File: config.mk
export PLATFORM = sky130hd
export DESIGN_NAME = tilt_arm_motion_controller_core
export DESIGN_NICKNAME = d
export VERILOG_FILES = /design/src/sv/tam_pkg.sv /design/src/sv/tam_cfg_regs.sv /design/src/sv/tam_step.sv /design/src/sv/tilt_arm_motion_controller_core.sv
export SDC_FILE = /design/constraint.sdc
export NUM_CORES = 1
export LEC_CHECK = 0
export BUFFER_PORTS_ARGS = -buffer_cell sky130_fd_sc_hd__buf_4
export CELL_PAD_IN_SITES_DETAIL_PLACEMENT = 0
export CELL_PAD_IN_SITES_GLOBAL_PLACEMENT = 1
export CORE_ASPECT_RATIO = 1.75
export CORE_MARGIN = 2
export CORE_UTILIZATION = 30
export CTS_CLUSTER_SIZE = 10
export DETAILED_ROUTE_END_ITERATION = 6
export HOLD_SLACK_MARGIN = 0.06
export PLACE_DENSITY = 0.55
export SYNTH_ARGS = -nofsm -noshare
export SYNTH_HDL_FRONTEND = slang
export SYNTH_SLANG_ARGS = --single-unit
File: constraint.sdc
create_clock -name clk_i -period 3.3 [get_ports clk_i]
set_input_delay 0.33 -clock clk_i [delete_from_list [all_inputs] [get_ports clk_i]]
set_output_delay 0.33 -clock clk_i [all_outputs]
set_load 0.005 [all_outputs]
File: src/sv/tam_pkg.sv
// Shared types and constants for the tilt arm motion controller.
package tam_pkg;

  localparam int unsigned SampleBits = 12;
  localparam int unsigned SpeedBits  = 7;
  localparam int unsigned VelBits    = 8;
  localparam int unsigned CfgIdxBits = 3;
  localparam int unsigned CfgBits    = 12;

  localparam logic [SpeedBits-1:0] SpeedMax = SpeedBits'(100);
  localparam logic signed [VelBits-1:0] VelFull = VelBits'(100);

  typedef enum logic [2:0] {
    ModeIdle     = 3'd0,
    ModeForward  = 3'd1,
    ModeBackward = 3'd2,
    ModeUp       = 3'd3,
    ModeReturn   = 3'd4,
    ModeStopping = 3'd5
  } mode_e;

  typedef enum logic [CfgIdxBits-1:0] {
    CfgForwardLimit   = 3'd0,
    CfgBackwardLimit  = 3'd1,
    CfgUpTarget       = 3'd2,
    CfgReturnLiftLim  = 3'd3,
    CfgReturnLowLim   = 3'd4,
    CfgReturnHighLim  = 3'd5,
    CfgForwardSpeed   = 3'd6,
    CfgBackwardSpeed  = 3'd7
  } cfg_idx_e;

  // Register file contents, speeds already limited to full scale.
  typedef struct packed {
    logic [SampleBits-1:0] forward_limit;
    logic [SampleBits-1:0] backward_limit;
    logic [SampleBits-1:0] up_target;
    logic [SampleBits-1:0] return_lift_limit;
    logic [SampleBits-1:0] return_low_limit;
    logic [SampleBits-1:0] return_high_limit;
    logic [SpeedBits-1:0]  forward_speed;
    logic [SpeedBits-1:0]  backward_speed;
  } cfg_t;

  typedef struct packed {
    logic                  forward_button;
    logic                  backward_button;
    logic                  go_up_button;
    logic                  return_button;
    logic [SampleBits-1:0] tilt_position;
    logic [SampleBits-1:0] lift_position;
    logic                  motor_stopped;
  } tick_t;

  typedef struct packed {
    mode_e                    mode;
    logic signed [VelBits-1:0] velocity;
    logic                     locked;
  } ctrl_state_t;

endpackage

File: src/sv/tam_cfg_regs.sv
// Configuration register file with speed saturation.
module tam_cfg_regs (
  input  logic                          clk_i,
  input  logic                          rst_ni,
  input  logic                          cfg_we_i,
  input  logic [tam_pkg::CfgIdxBits-1:0] cfg_index_i,
  input  logic [tam_pkg::CfgBits-1:0]    cfg_data_i,
  output tam_pkg::cfg_t                 cfg_o
);
  import tam_pkg::*;

  logic [SampleBits-1:0] fwd_lim_q, bwd_lim_q, up_tgt_q;
  logic [SampleBits-1:0] ret_lift_q, ret_low_q, ret_high_q;
  logic [SpeedBits-1:0]  fwd_spd_q, bwd_spd_q;

  always_ff @(posedge clk_i or negedge rst_ni) begin
    if (!rst_ni) begin
      fwd_lim_q  <= SampleBits'(2150);
      bwd_lim_q  <= SampleBits'(1430);
      up_tgt_q   <= SampleBits'(1850);
      ret_lift_q <= SampleBits'(1250);
      ret_low_q  <= SampleBits'(1520);
      ret_high_q <= SampleBits'(1870);
      fwd_spd_q  <= SpeedBits'(35);
      bwd_spd_q  <= SpeedBits'(75);
    end else if (cfg_we_i) begin
      case (cfg_idx_e'(cfg_index_i))
        CfgForwardLimit:  fwd_lim_q  <= cfg_data_i[SampleBits-1:0];
        CfgBackwardLimit: bwd_lim_q  <= cfg_data_i[SampleBits-1:0];
        CfgUpTarget:      up_tgt_q   <= cfg_data_i[SampleBits-1:0];
        CfgReturnLiftLim: ret_lift_q <= cfg_data_i[SampleBits-1:0];
        CfgReturnLowLim:  ret_low_q  <= cfg_data_i[SampleBits-1:0];
        CfgReturnHighLim: ret_high_q <= cfg_data_i[SampleBits-1:0];
        CfgForwardSpeed:  fwd_spd_q  <= cfg_data_i[SpeedBits-1:0];
        CfgBackwardSpeed: bwd_spd_q  <= cfg_data_i[SpeedBits-1:0];
        default: ;
      endcase
    end
  end

  always_comb begin
    cfg_o.forward_limit     = fwd_lim_q;
    cfg_o.backward_limit    = bwd_lim_q;
    cfg_o.up_target         = up_tgt_q;
    cfg_o.return_lift_limit = ret_lift_q;
    cfg_o.return_low_limit  = ret_low_q;
    cfg_o.return_high_limit = ret_high_q;
    cfg_o.forward_speed     = (fwd_spd_q > SpeedMax) ? SpeedMax : fwd_spd_q;
    cfg_o.backward_speed    = (bwd_spd_q > SpeedMax) ? SpeedMax : bwd_spd_q;
  end

endmodule

File: src/sv/tam_step.sv
// Combinational mode and velocity update for one control tick.
module tam_step (
  input  tam_pkg::tick_t       tick_i,
  input  tam_pkg::cfg_t        cfg_i,
  input  tam_pkg::ctrl_state_t state_i,
  output tam_pkg::ctrl_state_t state_o
);
  import tam_pkg::*;

  mode_e                     mode;
  logic signed [VelBits-1:0] vel;
  logic                      lock;
  logic                      ret_far;

  assign ret_far = ((tick_i.lift_position < cfg_i.return_lift_limit) &&
                    (tick_i.tilt_position > cfg_i.return_low_limit)) ||
                   (tick_i.tilt_position > cfg_i.return_high_limit);

  always_comb begin
    mode = state_i.mode;
    vel  = state_i.velocity;
    lock = state_i.locked;

    // Button rules are applied in priority order; later ones win.
    if (tick_i.forward_button) mode = ModeForward;
    else if (mode == ModeForward) mode = ModeStopping;

    if (tick_i.backward_button) mode = ModeBackward;
    else if (mode == ModeBackward) mode = ModeStopping;

    if (tick_i.go_up_button) mode = ModeUp;
    else if (mode == ModeUp && tick_i.motor_stopped) mode = ModeStopping;

    if (mode == ModeForward && tick_i.tilt_position > cfg_i.forward_limit) begin
      mode = ModeStopping;
    end
    if (mode == ModeBackward && tick_i.tilt_position <= cfg_i.backward_limit) begin
      mode = ModeStopping;
    end

    case (mode)
      ModeForward: begin
        vel  = VelBits'(cfg_i.forward_speed);
        lock = 1'b0;
      end
      ModeBackward: begin
        vel  = -$signed(VelBits'(cfg_i.backward_speed));
        lock = 1'b0;
      end
      ModeUp: begin
        lock = 1'b1;
        if (tick_i.tilt_position < cfg_i.up_target) begin
          vel = VelFull;
        end else begin
          vel  = '0;
          mode = ModeStopping;
        end
      end
      ModeReturn: begin
        if (ret_far) vel = -VelFull;
      end
      ModeStopping: begin
        vel  = '0;
        mode = ModeIdle;
      end
      default: ;
    endcase

    if (tick_i.return_button) mode = ModeReturn;
    else if (mode == ModeReturn && tick_i.motor_stopped) mode = ModeStopping;

    state_o.mode     = mode;
    state_o.velocity = vel;
    state_o.locked   = lock;
  end

endmodule

File: src/sv/tilt_arm_motion_controller_core.sv
// Top level of the tilt arm motion controller: input register, step logic, result register.
// A word accepted into the input register moves into the result register once that register
// is free (out_valid_q low or m_axis_tready high), and is shown on m_axis_tdata from then on.
// Throughput: one word per cycle while the receiver takes results; m_axis_tready low backs it up.
// The controller state doubles as the result register, since each result is that state.
// Reset: rst_ni clears the mode to idle, velocity and lock to zero, and loads register defaults.
module tilt_arm_motion_controller_core (
  input  logic                          clk_i,
  input  logic                          rst_ni,
  input  logic                          cfg_we_i,
  input  logic [tam_pkg::CfgIdxBits-1:0] cfg_index_i,
  input  logic [tam_pkg::CfgBits-1:0]    cfg_data_i,
  input  logic                          s_axis_tvalid,
  output logic                          s_axis_tready,
  // Fields from bit 0: forward_button, backward_button, go_up_button, return_button,
  // tilt_position[15:4], lift_position[27:16], motor_stopped[28], zero fill.
  input  logic [31:0]                   s_axis_tdata,
  output logic                          m_axis_tvalid,
  input  logic                          m_axis_tready,
  // Fields from bit 0: velocity_command[7:0], tray_locked[8], mode_now[11:9], zero fill.
  output logic [15:0]                   m_axis_tdata
);
  import tam_pkg::*;

  cfg_t        cfg;
  tick_t       tick_q;
  ctrl_state_t state_q, state_d;
  logic        in_valid_q, out_valid_q;
  logic        out_free, advance;

  tam_cfg_regs u_cfg (
    .clk_i      (clk_i),
    .rst_ni     (rst_ni),
    .cfg_we_i   (cfg_we_i),
    .cfg_index_i(cfg_index_i),
    .cfg_data_i (cfg_data_i),
    .cfg_o      (cfg)
  );

  tam_step u_step (
    .tick_i (tick_q),
    .cfg_i  (cfg),
    .state_i(state_q),
    .state_o(state_d)
  );

  assign out_free      = !out_valid_q || m_axis_tready;
  assign advance       = in_valid_q && out_free;
  assign s_axis_tready = !in_valid_q || advance;

  always_ff @(posedge clk_i or negedge rst_ni) begin
    if (!rst_ni) begin
      in_valid_q <= 1'b0;
    end else if (s_axis_tready) begin
      in_valid_q <= s_axis_tvalid;
    end
  end

  always_ff @(posedge clk_i) begin
    if (s_axis_tready && s_axis_tvalid) begin
      tick_q.forward_button  <= s_axis_tdata[0];
      tick_q.backward_button <= s_axis_tdata[1];
      tick_q.go_up_button    <= s_axis_tdata[2];
      tick_q.return_button   <= s_axis_tdata[3];
      tick_q.tilt_position   <= s_axis_tdata[4 +: SampleBits];
      tick_q.lift_position   <= s_axis_tdata[16 +: SampleBits];
      tick_q.motor_stopped   <= s_axis_tdata[28];
    end
  end

  always_ff @(posedge clk_i or negedge rst_ni) begin
    if (!rst_ni) begin
      out_valid_q      <= 1'b0;
      state_q.mode     <= ModeIdle;
      state_q.velocity <= '0;
      state_q.locked   <= 1'b0;
    end else begin
      if (out_free) out_valid_q <= in_valid_q;
      if (advance) state_q <= state_d;
    end
  end

  assign m_axis_tvalid = out_valid_q;
  assign m_axis_tdata  = {4'b0, state_q.mode, state_q.locked, state_q.velocity};

  // The lock is only ever set by go-up, which leaves up, stopping or return.
  a_lock_source: assert property (@(posedge clk_i) disable iff (!rst_ni)
    $rose(state_q.locked) |-> (state_q.mode == ModeUp || state_q.mode == ModeStopping ||
                               state_q.mode == ModeReturn))
    else $error("tray lock set outside go-up");

  a_vel_range: assert property (@(posedge clk_i) disable iff (!rst_ni)
    ($signed(state_q.velocity) >= -VelFull) && ($signed(state_q.velocity) <= VelFull))
    else $error("velocity command out of range");

  a_stall_cause: assert property (@(posedge clk_i) disable iff (!rst_ni)
    !s_axis_tready |-> (in_valid_q && out_valid_q && !m_axis_tready))
    else $error("input stalled without a full pipeline");

  a_state_hold: assert property (@(posedge clk_i) disable iff (!rst_ni)
    !advance |=> $stable(state_q))
    else $error("controller state changed without a word");

endmodule

Word-level counts from Yosys, hierarchy flattened
Cells that the tools add are included.
{"block": "word_totals", "input_bits": 52, "mem_bits_rw": 0, "output_inout_bits": 18, "mem_count": 0, "latch_bits": 0, "register_bits": 129, "mem_bits_ro": 0}
{"block": "op_classes", "addsub": 1, "shifts": 0, "eq_ne": 19, "n_reduce_logical": 26, "bitwise_logic": 0, "n_lt_le_gt_ge": 8, "div": 0, "n_mul": 0, "muxes": 18}
{"operator": "8-bit case mux with 5 select lines", "count": 1}
{"operator": "12-bit > comparator", "count": 3}
{"operator": "3-bit 2-to-1 mux", "count": 11}
{"operator": "12-bit < comparator", "count": 2}
{"operator": "3-bit by 2-bit equality test with 1-bit output, second input constant", "count": 7}
{"operator": "3-bit equality test, second input constant", "count": 7}
{"operator": "7-bit 2-to-1 mux", "count": 3}
{"operator": "2-bit AND reduction", "count": 9}
{"operator": "7-bit > comparator, second input constant", "count": 2}
{"operator": "3-bit by 1-bit equality test with 1-bit output, second input constant", "count": 4}
{"operator": "12-bit less-or-equal comparator", "count": 1}
{"operator": "8-bit 2-to-1 mux", "count": 1}
{"operator": "7-bit negator with 8-bit output", "count": 1}
{"operator": "1-bit logical AND", "count": 7}
{"operator": "3-bit case mux with 2 select lines", "count": 1}
{"operator": "5-bit nonzero test", "count": 1}
{"operator": "3-bit logical NOT", "count": 1}
{"operator": "1-bit logical OR", "count": 3}
{"operator": "3-bit AND reduction", "count": 1}
{"operator": "1-bit logical NOT", "count": 2}
{"operator": "2-bit by 1-bit inequality test with 1-bit output, second input constant", "count": 1}
{"operator": "1-bit case mux with 2 select lines", "count": 1}
{"operator": "2-bit nonzero test", "count": 1}
{"operator": "2-bit OR reduction", "count": 1}

Logic depth before layout (Yosys ltp)
{"block": "logic_depth", "ltp_word": 22, "depth_mapped": 10}

Cells and area by module
Synthesis repeated with hierarchy kept, for this count alone.
{"block": "hier_totals", "hier_cells": 602, "area_unflattened_um2": 7201.9}
{"module": "tam_cfg_regs", "instances": 1, "area_each_um2": 3434.5, "cells_each": 209}
{"module": "tam_step", "instances": 1, "area_each_um2": 2267.2, "cells_each": 326}
{"module": "tilt_arm_motion_controller_core", "instances": 1, "area_each_um2": 1500.2, "cells_each": 67}

Worst setup path after synthesis
OpenSTA, ideal clock, no wires.
{"block": "synth_timing", "path_kind": "reg-to-reg", "from": "register u_cfg.fwd_lim_q[11]", "to": "register state_q (netlist bit m_axis_tdata[5])", "path_stages_with_launch": 11, "t_arrival_ns": 2.459, "slack_ns": 0.717, "path_buffers": 1, "period_less_slack_ns": 2.583, "cell_sequence": "dfstp_2 -> inv_1 -> ha_1 -> nand4_1 -> nor3_1 -> a221oi_1 -> a2111o_1 -> and2_4 -> buf_6 -> o31a_1 -> mux2_2"}
{"block": "synth_between", "elab_chain_cells": 9}
{"element": "from (decl)", "line_no": "tam_cfg_regs.sv:12", "text": "logic [SampleBits-1:0] fwd_lim_q, bwd_lim_q, up_tgt_q;"}
{"element": "from (signal assigned)", "line_no": "tam_cfg_regs.sv:18", "text": "fwd_lim_q <= SampleBits'(2150);"}
{"element": "from (signal assigned)", "line_no": "tam_cfg_regs.sv:28", "text": "CfgForwardLimit: fwd_lim_q <= cfg_data_i[SampleBits-1:0];"}
{"element": "12-bit > comparator *", "line_no": "tam_step.sv:34", "text": "if (mode == ModeForward && tick_i.tilt_position > cfg_i.forward_limit) begin"}
{"element": "1-bit logical AND *", "line_no": "tam_step.sv:34"}
{"element": "3-bit 2-to-1 mux *", "line_no": "tam_step.sv:34"}
{"element": "3-bit by 2-bit equality test with 1-bit output", "line_no": "tam_step.sv:37", "text": "if (mode == ModeBackward && tick_i.tilt_position <= cfg_i.backward_limit) begin"}
{"element": "1-bit logical AND", "line_no": "tam_step.sv:37"}
{"element": "3-bit 2-to-1 mux *", "line_no": "tam_step.sv:37"}
{"element": "3-bit equality test, or another cell as far along", "line_no": "tam_step.sv:41", "text": "case (mode)"}
{"element": "5-bit nonzero test (no source line) / 2-bit by 1-bit inequality test with 1-bit output (equally long branches)"}
{"element": "3-bit AND reduction (no source line)"}
{"element": "to (signal assigned)", "line_no": "tilt_arm_motion_controller_core.sv:79", "text": "if (advance) state_q <= state_d;"}
{"element": "to (decl)", "line_no": "tilt_arm_motion_controller_core.sv:27", "text": "ctrl_state_t state_q, state_d;"}
Every way passes the cells marked *; elsewhere a longest branch is shown, timed or not.
A chain may end at the register's enable or synchronous reset.

Final worst setup path
{"block": "layout_timing", "from": "register u_cfg.ret_lift_q[5]", "to": "register state_q (netlist bit m_axis_tdata[1])"}
{"block": "layout_between", "elab_chain_cells": 5}
{"element": "from (decl)", "line_no": "tam_cfg_regs.sv:13", "text": "logic [SampleBits-1:0] ret_lift_q, ret_low_q, ret_high_q;"}
{"element": "from (signal assigned)", "line_no": "tam_cfg_regs.sv:21", "text": "ret_lift_q <= SampleBits'(1250);"}
{"element": "from (signal assigned)", "line_no": "tam_cfg_regs.sv:31", "text": "CfgReturnLiftLim: ret_lift_q <= cfg_data_i[SampleBits-1:0];"}
{"element": "12-bit < comparator", "line_no": "tam_step.sv:15", "text": "assign ret_far = ((tick_i.lift_position < cfg_i.return_lift_limit) &&"}
{"element": "1-bit logical AND", "line_no": "tam_step.sv:15"}
{"element": "1-bit logical OR", "line_no": "tam_step.sv:16", "text": "(tick_i.tilt_position > cfg_i.return_low_limit)) ||"}
{"element": "2-bit by 1-bit inequality test with 1-bit output (no source line)"}
{"element": "3-bit AND reduction (no source line)"}
Every way passes these cells.

==> flow_metrics.tcl <==
set metrics [dict create \
    avgSynthCellArea_um2 10.8 \
    worst-path-max-fanout 6 \
    critPathLaunch "u_cfg.ret_lift_q[5]$_DFFE_PN1P_" \
    grt_start_max_net_pins 54 \
    layout_min_cycle_time_ns 2.95 \
    clock_path_buffers 2 \
    final.period_utilization_pct 89.3 \
    grt_pass1_wl_um 29000 \
    clock-sinks 129 \
    drive_gt1_share_pct 26.4 \
    grt_overflow 0 \
    synth_compound_area_share_pct 13.1 \
    regToRegSetupSlack_ns 0.35 \
    antenna_found_initial 0 \
    max_slew_margin_pct 47.3 \
    r2r_start "u_cfg.ret_lift_q[5]$_DFFE_PN1P_" \
    clk_pin_slew_worst_paths_ns 0.06 \
    ir_worst_vdd_uv 362 \
    hold_depth 1 \
    diodes 0 \
    hp-class "in -> reg" \
    met2_length_um 10200 \
    cts_buffers 17 \
    finalSetupViolCount 0 \
    startpoint_type "flip-flop" \
    io_buffers 62 \
    drcViolationCount 0 \
    ys_seq_area_share_pct 49.6 \
    wl_per_cell_um 17.2 \
    start_util_pct 30.5 \
    synthAdderAreaFrac_pct 12.9 \
    ant_nets 0 \
    critical_path.top_delay_family "compound AO/OA/AOI/OAI gates" \
    syn2layout_area_growth_pct 24.2 \
    hold_end "tick_q[28]$_DFFE_PP_" \
    slew_viol_final 0 \
    yosysTopAreaCell "dfrtp_1" \
    synthesis.area_um2 6910 \
    die_w_um 119 \
    hold_start "s_axis_tdata[0]" \
    dr.pass1.iters 4 \
    yosys-top-cells-area "dfrtp_1, dfstp_2, ha_1" \
    cts_htree_levels 4 \
    clock.fmax_mhz 339 \
    rsz0062_at_grt "no" \
    maxUsedRoutingLayer "met4" \
    synthArstFlopShare_pct 77.5 \
    synthMuxAreaShare_pct 7.63 \
    cts_tree "done" \
    path_cells "inv_1 -> ha_1 -> a2111oi_0 -> nand2b_1 -> o21ai_0 -> o211ai_1 -> a31oi_2 -> mux2_2" \
    synth.top_cells.by_count "inv_1, ha_1, nand2_1" \
    grt_pass1_vias 5395 \
    rr_endpoint "m_axis_tdata[1]$_DFFE_PN0P_" \
    status "finished, final reports clean" \
    synth_top_family_by_area "compound AO/OA/AOI/OAI gates" \
    synth_seq_cells 129 \
    cts-root-buf "clkbuf_16" \
    hold_viol 0 \
    utilization_pct 37.9 \
    max_stage_delay_ns 0.55 \
    criticalPathCategory "reg -> reg" \
    crit_required_ns 3.60 \
    setup_tns_ns 0 \
    wl_met1_um 7050 \
    synth_most_common_cell "inv_1" \
    vias 5059 \
    yosysWarnings 0 \
    drt_iter0_markers 160 \
    core_area_um2 22700 \
    place_hpwl_um 13500 \
    placed_area_um2 7770 \
    design_area_um2 8580 \
    leakage_nw 3.76 \
    dieArea_um2 24300 \
    rows 73 \
    globalRouteTotalUtil_pct 15.9 \
    dr_wl_met3_um 379 \
    drt-total-wl_um 18100 \
    synthDistinctLibCells 62 \
    synth_edf_count 29 \
    worst_setup_path_end_kind "flip-flop" \
    worstPathArrival_ns 3.25 \
    synth_xor_area_share_pct 0.380 \
    cap_violations 0 \
    cpMaxStageDelayCell "a2111oi_0" \
    final_nets 861 \
    vias_per_cell 4.81 \
    ys.flop_type "dfrtp_1" \
    ios 70 \
    fin_skew_ns 0.0103 \
    worstRegToRegCells 8 \
    post_cts_resized 0 \
    place_congestion 0.848 \
    yosys.area_share.simple_pct 11.1 \
    syn-instance-count 639 \
    worst-path-buf-inv 1 \
    worstMarginPinSlew_ns 0.786 \
    insertion_delay_ns 0.43 \
    die_y_um 205 \
    power_per_cell_area_nw_per_um2 617 \
    synth_top_cell_area_share_pct 20.7 \
]
==> routing by layer <==
metal	global-route usage [%]	up-vias
li1	-	2471
met1	16.7	2480
met2	30.3	79
met3	2.92	29
met4	7.19	0
met5	0	-
==> sequential cells by signal, indices dropped and copies added, names as in the netlist <==
signal,count
u_cfg.bwd_spd_q,7
u_cfg.up_tgt_q,12
in_valid_q,1
u_cfg.ret_low_q,12
u_cfg.ret_lift_q,12
u_cfg.fwd_spd_q,7
m_axis_tvalid,1
m_axis_tdata,12
tick_q,29
u_cfg.fwd_lim_q,12
u_cfg.bwd_lim_q,12
u_cfg.ret_high_q,12
==> cells in the final DEF, fill, tap and decap left out, types with 4 or more instances in the layout <==
master         count
o21ai_0           60
nor3_1            10
and4_1             4
nor2b_1            4
dfrtp_1           57
conb_1             4
nand3b_1           5
buf_4             70
o21a_1             6
a31oi_1            4
dfstp_2           43
mux2_2            45
edfxtp_1          29
a221oi_1           4
inv_1             74
clkbuf_16         17
dlygate4sd3_1     23
nand4_1           10
nand2b_1           8
nand3_1            9
a21o_1             8
nor2_1            16
a21oi_1           26
ha_1              71
nand2_1           71
==> kinds of logic (layout without fill, tap and decap cells) <==
logic type	count (synthesis)	in the layout
simple gates	156	156
xor+xnor	3	3
mux	47	47
flops	129	129
compound gates	141	141
fa+ha+maj	71	71
buf+inv	91	200
other cells	1	4
==> stage by stage <==
step	instances	hold slack, ns	power (mW)	worst slack, ns
2_1_floorplan	642	0.0344	2.97	0.717
3_3_place_gp	996	0.441	3.42	0.324
3_5_place_dp	996	0.456	3.46	0.302
4_1_cts	1051	0.0603	5.38	0.275
5_1_grt	1051	0.0664	5.64	0.0580
6_report	1051	0.0829	5.29	0.353
==> what timing repair did <==
action / CTS / global route
hold buffers: 23 / 0
buffers inserted: 0 / 0
hold endpoints to repair: 51 / 0
==> report_power, final <==
| part | internal [mW] | switching [mW] |
|---|---|---|
| combinational | 0.594 | 0.646 |
| clock | 1.15 | 0.709 |
| sequential | 2.02 | 0.178 |
==> final cells by class <==
class                           instances  area, µm²
Clock buffer                           22        464
Sequential cell                       129       3430
Fill cell                            2286      14100
Tap cell                              300        375
Multi-Input combinational cell        422       3150
Timing Repair Buffer                   94        776
Clock inverter                         10        111
Inverter                               74        278
==> worst max-delay path by stage <==
stage,end,slack (ns),cells past startpoint
after floorplan,m_axis_tdata[5]$_DFFE_PN0P_,0.72,10
after CTS,m_axis_tdata[1]$_DFFE_PN0P_,0.28,8
after global routing,m_axis_tdata[0]$_DFFE_PN0P_,0.06,9
after global placement,m_axis_tdata[6]$_DFFE_PN0P_,0.32,8
after detailed placement,m_axis_tdata[1]$_DFFE_PN0P_,0.30,8
final,m_axis_tdata[1]$_DFFE_PN0P_,0.35,8
No activity file was read; power rests on OpenSTA's default activity.
